==> src/mdi_pkg.sv <==
// ----------------------------------------------------------------------------
// mdi_pkg - shared types for the modular inverse unit
// Sequencer state encoding.
// ----------------------------------------------------------------------------
package mdi_pkg;

  typedef enum logic [2:0] {
    ST_IDLE,
    ST_REDUCE,
    ST_CHECK,
    ST_STEP,
    ST_OUT
  } mdi_state_t;

endpackage

==> src/mdi_if.sv <==
// ----------------------------------------------------------------------------
// mdi_if - valid/ready channels of the modular inverse unit
// Operand input, result output and modulus write channel.
// ----------------------------------------------------------------------------
interface mdi_in_if #(parameter int WORD_WIDTH = 32);
  logic                  valid;
  logic                  ready;
  logic [WORD_WIDTH-1:0] operand_value;

  modport source (output valid, output operand_value, input ready);
  modport sink   (input valid, input operand_value, output ready);
endinterface

interface mdi_out_if #(parameter int WORD_WIDTH = 32);
  logic                  valid;
  logic                  ready;
  logic [WORD_WIDTH-1:0] inverse_value;
  logic                  no_inverse;

  modport source (output valid, output inverse_value, output no_inverse, input ready);
  modport sink   (input valid, input inverse_value, input no_inverse, output ready);
endinterface

interface mdi_cfg_if #(parameter int WORD_WIDTH = 32);
  logic                  valid;
  logic                  ready;
  logic [WORD_WIDTH-1:0] modulus;

  modport source (output valid, output modulus, input ready);
  modport sink   (input valid, input modulus, output ready);
endinterface

==> src/mdi_divider.sv <==
// ----------------------------------------------------------------------------
// mdi_divider - shift-subtract divider with quotient-times-coefficient
// Restoring division, one quotient bit per cycle, MSB first. Alongside it the
// product quotient * coef is built by Horner accumulation of the same bits.
// ----------------------------------------------------------------------------
module mdi_divider #(
  parameter int WORD_WIDTH = 32
) (
  input  logic                  clk,
  input  logic                  rst,
  input  logic                  start,
  input  logic [WORD_WIDTH-1:0] dividend,
  input  logic [WORD_WIDTH-1:0] divisor,
  input  logic [WORD_WIDTH-1:0] coef,
  output logic                  done,
  output logic [WORD_WIDTH-1:0] remainder,
  output logic [WORD_WIDTH-1:0] product
);

  localparam int CW = $clog2(WORD_WIDTH + 1);

  logic                  running;
  logic [CW-1:0]         cnt;
  logic [WORD_WIDTH-1:0] dq;
  logic [WORD_WIDTH-1:0] rem;
  logic [WORD_WIDTH-1:0] dvs;
  logic [WORD_WIDTH-1:0] cf;
  logic [WORD_WIDTH-1:0] acc;

  logic [WORD_WIDTH:0]   shifted;
  logic [WORD_WIDTH:0]   diff;
  logic                  qbit;

  always_comb begin
    shifted = {rem, dq[WORD_WIDTH-1]};
    diff    = shifted - {1'b0, dvs};
    qbit    = (shifted >= {1'b0, dvs});
  end

  always_ff @(posedge clk) begin
    if (rst) begin
      running <= 1'b0;
      done    <= 1'b0;
      cnt     <= '0;
    end else begin
      done <= 1'b0;
      if (start) begin
        running <= 1'b1;
        cnt     <= CW'(WORD_WIDTH);
      end else if (running) begin
        cnt <= cnt - CW'(1);
        if (cnt == CW'(1)) begin
          running <= 1'b0;
          done    <= 1'b1;
        end
      end
    end
  end

  always_ff @(posedge clk) begin
    if (start) begin
      dq  <= dividend;
      dvs <= divisor;
      cf  <= coef;
      rem <= '0;
      acc <= '0;
    end else if (running) begin
      dq  <= {dq[WORD_WIDTH-2:0], qbit};
      rem <= qbit ? diff[WORD_WIDTH-1:0] : shifted[WORD_WIDTH-1:0];
      // magnitudes never pass the modulus, so the product fits the word
      acc <= {acc[WORD_WIDTH-2:0], 1'b0} + (qbit ? cf : '0);
    end
  end

  assign remainder = rem;
  assign product   = acc;

endmodule

==> src/modular_inverse_unit.sv <==
// ----------------------------------------------------------------------------
// modular_inverse_unit - inverse modulo a configured modulus (extended Euclid)
// The shift-subtract divider takes one quotient bit per cycle, once for the
//   reduction and once per Euclid step (at most about 1.44 * WORD_WIDTH steps).
//   One item at a time: operand ready again after the result is taken.
// Reset: modulus returns to 2, sequencer idle, no result pending.
// ----------------------------------------------------------------------------
module modular_inverse_unit #(
  parameter int WORD_WIDTH = 32
) (
  input  logic      clk,
  input  logic      rst,
  mdi_in_if.sink    operand,
  mdi_out_if.source result,
  mdi_cfg_if.sink   setup
);

  mdi_pkg::mdi_state_t state, state_next;

  logic [WORD_WIDTH-1:0] modulus;
  logic [WORD_WIDTH-1:0] r0, r1, u0, u1;
  logic                  neg0, neg1;
  logic [WORD_WIDTH-1:0] inverse_value;
  logic                  no_inverse;

  logic                  in_accept;
  logic                  mod_small;
  logic                  div_start;
  logic                  div_done;
  logic [WORD_WIDTH-1:0] div_dividend, div_divisor, div_coef;
  logic [WORD_WIDTH-1:0] div_rem, div_prod;

  assign in_accept = operand.valid && operand.ready;
  assign mod_small = (modulus < WORD_WIDTH'(2));

  // modulus register
  assign setup.ready = 1'b1;

  always_ff @(posedge clk) begin
    if (rst) begin
      modulus <= WORD_WIDTH'(2);
    end else if (setup.valid && setup.ready) begin
      modulus <= setup.modulus;
    end
  end

  // shared divider
  always_comb begin
    if (state == mdi_pkg::ST_IDLE) begin
      div_dividend = operand.operand_value;
      div_divisor  = modulus;
      div_coef     = '0;
    end else begin
      div_dividend = r0;
      div_divisor  = r1;
      div_coef     = u1;
    end
  end

  mdi_divider #(
    .WORD_WIDTH (WORD_WIDTH)
  ) u_divider (
    .clk       (clk),
    .rst       (rst),
    .start     (div_start),
    .dividend  (div_dividend),
    .divisor   (div_divisor),
    .coef      (div_coef),
    .done      (div_done),
    .remainder (div_rem),
    .product   (div_prod)
  );

  // sequencer
  always_ff @(posedge clk) begin
    if (rst) begin
      state <= mdi_pkg::ST_IDLE;
    end else begin
      state <= state_next;
    end
  end

  always_comb begin
    state_next = state;
    unique case (state)
      mdi_pkg::ST_IDLE: begin
        if (in_accept) begin
          state_next = mod_small ? mdi_pkg::ST_OUT : mdi_pkg::ST_REDUCE;
        end
      end
      mdi_pkg::ST_REDUCE: begin
        if (div_done) state_next = mdi_pkg::ST_CHECK;
      end
      mdi_pkg::ST_CHECK: begin
        state_next = (r1 == '0) ? mdi_pkg::ST_OUT : mdi_pkg::ST_STEP;
      end
      mdi_pkg::ST_STEP: begin
        if (div_done) state_next = mdi_pkg::ST_CHECK;
      end
      mdi_pkg::ST_OUT: begin
        if (result.ready) state_next = mdi_pkg::ST_IDLE;
      end
      default: state_next = mdi_pkg::ST_IDLE;
    endcase
  end

  always_comb begin
    operand.ready = (state == mdi_pkg::ST_IDLE);
    result.valid  = (state == mdi_pkg::ST_OUT);
    div_start     = ((state == mdi_pkg::ST_IDLE) && in_accept && !mod_small) ||
                    ((state == mdi_pkg::ST_CHECK) && (r1 != '0));
  end

  // Euclid datapath
  always_ff @(posedge clk) begin
    unique case (state)
      mdi_pkg::ST_IDLE: begin
        if (in_accept && mod_small) begin
          inverse_value <= '0;
          no_inverse    <= 1'b1;
        end
      end
      mdi_pkg::ST_REDUCE: begin
        if (div_done) begin
          r0   <= modulus;
          r1   <= div_rem;
          u0   <= '0;
          neg0 <= 1'b0;
          u1   <= WORD_WIDTH'(1);
          neg1 <= 1'b0;
        end
      end
      mdi_pkg::ST_CHECK: begin
        if (r1 == '0) begin
          if (r0 == WORD_WIDTH'(1)) begin
            inverse_value <= (neg0 && (u0 != '0)) ? (modulus - u0) : u0;
            no_inverse    <= 1'b0;
          end else begin
            inverse_value <= '0;
            no_inverse    <= 1'b1;
          end
        end
      end
      mdi_pkg::ST_STEP: begin
        if (div_done) begin
          r0   <= r1;
          r1   <= div_rem;
          u0   <= u1;
          neg0 <= neg1;
          // coefficients alternate in sign, so magnitudes add
          u1   <= u0 + div_prod;
          neg1 <= !neg1;
        end
      end
      mdi_pkg::ST_OUT: begin
      end
      default: begin
      end
    endcase
  end

  assign result.inverse_value = inverse_value;
  assign result.no_inverse    = no_inverse;

`ifndef SYNTH
  a_no_inv_zero: assert property (@(posedge clk) disable iff (rst)
    result.valid && result.no_inverse |-> result.inverse_value == '0)
    else $error("no_inverse result carries a nonzero value");

  a_inv_in_range: assert property (@(posedge clk) disable iff (rst)
    result.valid && !result.no_inverse |->
      (result.inverse_value != '0) && (result.inverse_value < modulus))
    else $error("inverse outside 1..modulus-1");

  a_busy_after_accept: assert property (@(posedge clk) disable iff (rst)
    in_accept |=> !operand.ready)
    else $error("operand taken again before result delivered");

  a_done_when_waiting: assert property (@(posedge clk) disable iff (rst)
    div_done |-> (state == mdi_pkg::ST_REDUCE) || (state == mdi_pkg::ST_STEP))
    else $error("divider finished outside a divide state");
`endif

endmodule
==> src/flat_wrapper.sv <==
// flat-port wrapper written by rule: the top's interface ports become plain ports
module modular_inverse_unit_flat 
#(
  parameter int WORD_WIDTH = 32
)
  (clk, rst, operand_valid, operand_operand_value, operand_ready, result_valid, result_inverse_value, result_no_inverse, result_ready, setup_valid, setup_modulus, setup_ready);
  mdi_in_if #(.WORD_WIDTH(WORD_WIDTH)) operand_i ();
  mdi_out_if #(.WORD_WIDTH(WORD_WIDTH)) result_i ();
  mdi_cfg_if #(.WORD_WIDTH(WORD_WIDTH)) setup_i ();
  input  logic clk;
  input  logic rst;
  input wire logic [$bits(operand_i.valid)-1:0] operand_valid;
  input wire logic [$bits(operand_i.operand_value)-1:0] operand_operand_value;
  output wire logic [$bits(operand_i.ready)-1:0] operand_ready;
  output wire logic [$bits(result_i.valid)-1:0] result_valid;
  output wire logic [$bits(result_i.inverse_value)-1:0] result_inverse_value;
  output wire logic [$bits(result_i.no_inverse)-1:0] result_no_inverse;
  input wire logic [$bits(result_i.ready)-1:0] result_ready;
  input wire logic [$bits(setup_i.valid)-1:0] setup_valid;
  input wire logic [$bits(setup_i.modulus)-1:0] setup_modulus;
  output wire logic [$bits(setup_i.ready)-1:0] setup_ready;
  assign operand_i.valid = operand_valid;
  assign operand_i.operand_value = operand_operand_value;
  assign operand_ready = operand_i.ready;
  assign result_valid = result_i.valid;
  assign result_inverse_value = result_i.inverse_value;
  assign result_no_inverse = result_i.no_inverse;
  assign result_i.ready = result_ready;
  assign setup_i.valid = setup_valid;
  assign setup_i.modulus = setup_modulus;
  assign setup_ready = setup_i.ready;
  modular_inverse_unit #(.WORD_WIDTH(WORD_WIDTH)) u_core (.clk(clk), .rst(rst), .operand(operand_i), .result(result_i), .setup(setup_i));
endmodule
==> config.mk <==
export PLATFORM = sky130hd
export DESIGN_NAME = modular_inverse_unit_flat
export DESIGN_NICKNAME = d
export VERILOG_FILES = /design/src/mdi_pkg.sv /design/src/mdi_if.sv /design/src/mdi_divider.sv /design/src/modular_inverse_unit.sv /design/src/flat_wrapper.sv
export SDC_FILE = /design/constraint.sdc
export NUM_CORES = 1
export LEC_CHECK = 0
export BUFFER_PORTS_ARGS = -buffer_cell sky130_fd_sc_hd__buf_2
export CAP_MARGIN = 20
export CORE_AREA = 2 2 233 235
export DETAILED_ROUTE_END_ITERATION = 8
export DIE_AREA = 0 0 235 237
export MAX_ROUTING_LAYER = met4
export PLACE_DENSITY = 0.53
export SLEW_MARGIN = 15
export SYNTH_ARGS = -nofsm -noshare
export SYNTH_HDL_FRONTEND = slang
export SYNTH_SLANG_ARGS = --single-unit
==> constraint.sdc <==
create_clock -name clk -period 6.21 [get_ports clk]
set_clock_uncertainty 0.1 [all_clocks]
set_input_delay 0.3105 -clock clk [delete_from_list [all_inputs] [get_ports clk]]
set_output_delay 0.3105 -clock clk [all_outputs]
set_load 0.02 [all_outputs]
* Word-level counts from Yosys, hierarchy flattened
Cells that the tools add are included.
** Word-level totals
- Flip-flop bits (word level) :: 366
- Input bits :: 69
- Word-level logic and storage cells :: 104
** Cells by class
- $add $sub $neg :: 5
- $lt $le $gt $ge :: 2
- Equal/unequal tests :: 13
- Multiplexer cells :: 41
- Bitwise logic cells :: 1
- Reductions and logical operators :: 23
** Operators by type and width (number)
- 32-bit two-way mux :: 16
- 32-bit case mux with 2 select lines :: 4
- 32-bit adder :: 2
- 32-bit nonzero test :: 2
- 32-bit subtractor :: 2
- 33-bit by 32-bit greater-or-equal comparator with 1-bit output :: 1
- 32-bit by 1-bit == test with 1-bit output, second input constant :: 1
- 32-bit zero test :: 1
- 32-bit by 2-bit < comparator with 1-bit output, second input constant :: 1
- 3-bit two-way mux :: 5
- 6-bit two-way mux :: 2
- 3-bit case mux with 4 select lines :: 1
- 1-bit two-way mux :: 10
- 3-bit AND reduction :: 3
- 2-bit != test, second input constant :: 4
- 3-bit by 2-bit == test with 1-bit output, second input constant :: 2
- 6-bit by 1-bit == test with 1-bit output, second input constant :: 1
- 1-bit logical AND :: 6
- 2-bit by 1-bit != test with 1-bit output, second input constant :: 3
- 1-bit case mux with 2 select lines :: 3
- 2-bit nonzero test :: 3
- 6-bit by 1-bit subtractor with 6-bit output, second input constant :: 1
- 2-bit OR reduction :: 2
- 3-bit by 1-bit == test with 1-bit output, second input constant :: 1
- 7 further kinds :: 8

* Depth between registers and ports, before layout
- Word-level depth :: 6
- Depth in mapped cells :: 23

* Modules after synthesis
A second synthesis with hierarchy kept.
** Second synthesis, totals
- Cell total of the unflattened synthesis :: 2095
- Area, all modules :: 21321.7 µm²
** Modules (own cells, without submodules)
- modular_inverse_unit :: times used 1, cells an instance 1171, area an instance 11871.4 µm²
- mdi_divider :: times used 1, cells an instance 924, area an instance 9450.3 µm²

* Worst setup path after synthesis
OpenSTA, ideal clock, no wires.
- Kind :: reg2reg
- From :: register u_core.u_divider.dvs[7]
- To :: register u_core.u_divider.acc[25], in the netlist u_core.u_divider.product[25]
- Data arrival time :: 4.855 ns
- Data required time :: 5.887 ns
- Slack :: 1.032 ns
- Stages on the path, launching flop included :: 24
- Path buffers :: 3
- Period minus slack after synthesis :: 5.178 ns
- Cells stage by stage :: edfxtp_1 > inv_1 > ha_1 > buf_2 > nand4_1 > nor2_1 > o311ai_1 > and4_1 > or4b_4 > a22oi_4 > buf_6 > clkbuf_1 > and2_1 > ha_1 > a21o_1 > or2_2 > o32ai_1 > a31o_2 > nor3_1 > or3b_2 > a31oi_1 > xnor2_1 > mux2i_1 > nor2_1
** On the way
- Cells in the longest elaborated chain, start to end :: 3
** Ends and longest elaborated chain
- start, declared :: RTL line mdi_divider.sv:26 : logic [WORD_WIDTH-1:0] dvs;
- start signal, assigned :: RTL line mdi_divider.sv:63 : dvs <= divisor;
- 33-bit by 32-bit greater-or-equal comparator with 1-bit output :: RTL line mdi_divider.sv:37 : qbit = (shifted >= {1'b0, dvs});
- 32-bit two-way mux :: RTL line mdi_divider.sv:71 : acc <= {acc[WORD_WIDTH-2:0], 1'b0} + (qbit ? cf : '0);
- 32-bit adder :: RTL line mdi_divider.sv:71
- end signal, assigned :: RTL line mdi_divider.sv:71
- end, declared :: RTL line mdi_divider.sv:28 : logic [WORD_WIDTH-1:0] acc;
No other way between the ends.
A chain may end at the register's enable or synchronous reset.

* Worst setup path in the final report
- From :: register u_core.u_divider.dvs[7]
- To :: register u_core.u_divider.acc[31], in the netlist u_core.u_divider.product[31]
Same word-level chain as after synthesis.

==> results.yml <==
job:
  drv_cap: 0
logic_synthesis:
  async_flop_share: 0
  synth_compound_area_frac: 0.139
  yosysWarnings: 0
  yosys.area_share.simple: 0.155
  synthXorXnorAreaFrac: 0.0461
  synthesis.area_um2: 21100
  ys_types: 71
  ys_ff_latch: 366
  syn-num-nets: 2309
  synth_seq_area_share: 0.470
  syn_avg_cell_area_um2: 10.0
  synth_edf_count: 259
  synth_top_family_by_area: "simple AND/OR/NAND/NOR gates"
  muxShareOfSynthArea: 0.0756
  syn_inst: 2110
  yosys.area_share.adder: 0.0785
  synthFlopType: "edfxtp_1"
timing:
  finalCritPeriodShare: 0.899
  setup_violations: 0
  max_freq_mhz: 179
  slew_headroom: 0.332
  fin_setup_tns_ns: 0
  finalHoldViolations: 0
  grt_setup_unrepaired: "false"
  drv_slew: 0
  worst_slew_pin_slew_ns: 1.00
  period_needed_ns: 5.59
clock_tree:
  post_cts_buffers: 0
  cts_buffer_depth: 3
  cts_tree: "done"
  clk_pin_slew_ns: 0.06
  cts_buffers: 43
  cts-htree-levels: 2
  cts_hold_buf: 45
  cts-root-buf: "clkbuf_16"
  clock_latency_ns: 0.59
  ctsResizeCount: 0
  clock_sinks: 366
place:
  io_buffers: 103
  dpl.hpwl_um: 44100
  gp_congestion: 0.872
worst_hold_path:
  worst_hold_path.endpoint: "u_core.u_divider.dq[6]$_DFFE_PP_"
  whs_path_depth: 3
  min_from: "operand_operand_value[6]"
  hold_class: "input pin to register"
routing:
  drtIter0Drc: 1292
  via_per_inst: 5.44
  drc: 0
  detail_route.first_pass.iterations: 5
  drt_wl_total_um: 60900
  antenna_left: 0
  via_count: 16100
  route.detailed.wl_per_inst_um: 20.6
status:
  status: "finished clean"
setup_path:
  worstReg2RegEnd: "u_core.u_divider.product[31]$_SDFFE_PN0P_"
  reg2reg_slack_ns: 0.62
  path_class: "register to register"
  arrival_ns: 5.96
  crit_required_ns: 6.58
  worstSetupStartpointType: "register"
  end_kind: "register"
  ff2ff_path_depth: 21
  regToRegStartpoint: "u_core.u_divider.dvs[7]$_DFFE_PN_"
  worstPathMaxFanout: 21
global_routing:
  grt_pass1_wl_um: 93700
  grt_remaining_overflow: 0
  first_global_vias: 15500
  antenna_found_initial: 0
  grt_max_degree: 77
  track_usage: 0.223
layout:
  area_growth_pct: 14.9
  utilization: 0.455
  n_antenna_cell: 0
  final_common_cell: "nor2_1"
  layout_common_cells: "nor2_1 (260), edfxtp_1 (259), nand2_1 (168), a21oi_1 (160), ha_1 (126)"
  fin_nets: 2427
  drive_gt1_frac: 0.110
floorplanning:
  io_pins: 105
  coreArea_um2: 53300
  std_cell_rows: 85
  dieHeight_um: 237
  dieArea_um2: 55700
  start_util: 0.396
  die_w_um: 235
power:
  ir_drop_v: 0.000193
  p_leak_nw: 10.3
  p_per_area_nw_per_um2: 301
==> critical path: stages, from the launching register on <==
cell and delay (ns):
edfxtp_1 0.33, inv_1 0.04, ha_1 0.40, nand4_1 0.19, nor2_1 0.19, o311ai_1 0.14, and4_1 0.25, or4b_4 0.53
a22oi_4 0.39, buf_4 0.32, and2_1 0.17, ha_1 0.29, a21o_1 0.21, a21o_1 0.17, a221oi_1 0.33, o21a_1 0.16
o311ai_0 0.14, a31o_2 0.27, a21oi_1 0.28, o21ai_0 0.17, xnor2_1 0.16, a22o_1 0.21
==> per-stage QoR <==
stage                     hold slack, ns  std cells  total power, mW  setup WS (ns)  area [um^2]
final                             0.0303       2959             7.30          0.625        24200
after global routing              0.0272       2959             7.66         0.0662        24200
after CTS                        0.00440       2959             7.35          0.589        24200
after detailed placement           0.378       2834             4.61          0.605        22300
after global placement             0.366       2834             4.60          0.762        22300
after floorplan                    0.323       2110             4.22           1.03        21100
==> how the worst max path moves through the flow <==
stage,start,endpoint,depth (start not counted)
6_report,u_core.u_divider.dvs[7]$_DFFE_PN_,u_core.u_divider.product[31]$_SDFFE_PN0P_,21
5_1_grt,u_core.u_divider.dvs[10]$_DFFE_PN_,u_core.u_divider.product[29]$_SDFFE_PN0P_,21
4_1_cts,u_core.u_divider.dvs[7]$_DFFE_PN_,u_core.u_divider.product[31]$_SDFFE_PN0P_,21
3_5_place_dp,u_core.u_divider.dvs[7]$_DFFE_PN_,u_core.u_divider.product[31]$_SDFFE_PN0P_,21
3_3_place_gp,u_core.u_divider.dvs[8]$_DFFE_PN_,u_core.u_divider.product[31]$_SDFFE_PN0P_,21
2_1_floorplan,u_core.u_divider.dvs[7]$_DFFE_PN_,u_core.u_divider.product[25]$_SDFFE_PN0P_,23
==> Yosys cell counts, drive strengths merged, types with 12 or more instances <==
| library cell | count | area, um^2 |
|---|---|---|
| o21a | 18 | 135 |
| a21oi | 160 | 801 |
| edfxtp | 259 | 7780 |
| ha | 126 | 1580 |
| nor2b | 50 | 313 |
| nand4 | 26 | 163 |
| and2 | 38 | 238 |
| inv | 94 | 353 |
| nor4 | 33 | 206 |
| dfxtp | 107 | 2140 |
| buf | 12 | 77.6 |
| a31oi | 13 | 81.3 |
| a211oi | 48 | 360 |
| and3 | 42 | 263 |
| clkbuf | 83 | 312 |
| a21o | 63 | 473 |
| mux2 | 35 | 394 |
| nand3 | 24 | 120 |
| o21ai | 71 | 355 |
| xnor2 | 72 | 631 |
| mux2i | 120 | 1200 |
| nor3 | 25 | 125 |
| nand2 | 169 | 634 |
| o211ai | 14 | 105 |
| xor2 | 39 | 342 |
| nor2 | 260 | 976 |
==> sequential cells by signal, summed over array words and instances, names as in the netlist <==
signal                       flops
u_core.u_divider.running         1
u_core.u_divider.dvs            32
u_core.u_divider.cnt             6
u_core.u_divider.done            1
u_core.u_divider.dq             32
u_core.modulus                  32
u_core.r0                       32
u_core.neg1                      1
u_core.state                     3
u_core.r1                       32
u_core.u1                       32
u_core.neg0                      1
u_core.u_divider.cf             32
u_core.u_divider.product        32
u_core.result.no_inverse         1
u_core.u0                       32
u_core.result.inverse_value     32
u_core.u_divider.remainder      32
==> area by class of cell <==
| class | count | area (um^2) |
|---|---|---|
| Fill cell | 5049 | 29000 |
| Multi-Input combinational cell | 1555 | 10500 |
| Sequential cell | 366 | 9920 |
| Clock buffer | 55 | 1190 |
| Timing Repair Buffer | 168 | 1120 |
| Tap cell | 696 | 871 |
| Inverter | 94 | 353 |
| Clock inverter | 25 | 310 |
==> report_power, final <==
group	internal (mW)	switching, mW
Sequential	2.79	0.150
Clock	1.61	1.08
Combinational	0.711	0.952
Total	5.11	2.18
==> cell families (layout without fill, tap and decap cells) <==
family	Yosys count	after routing
compound gates	459	459
xor+xnor	111	111
fa+ha+maj	130	130
buf+inv	189	342
flops	366	366
mux	155	155
other cells	1	1
simple gates	699	699
==> routing by layer <==
metal	vias to the layer above	GRT usage	wire, um
met2	453	0.330	26200
met4	0	0.0623	1600
met5	-	-	0
li1	7881	-	-
met1	7694	0.317	29500
met3	81	0.0316	3610
Note: power is estimated with default switching activity, not from simulation.
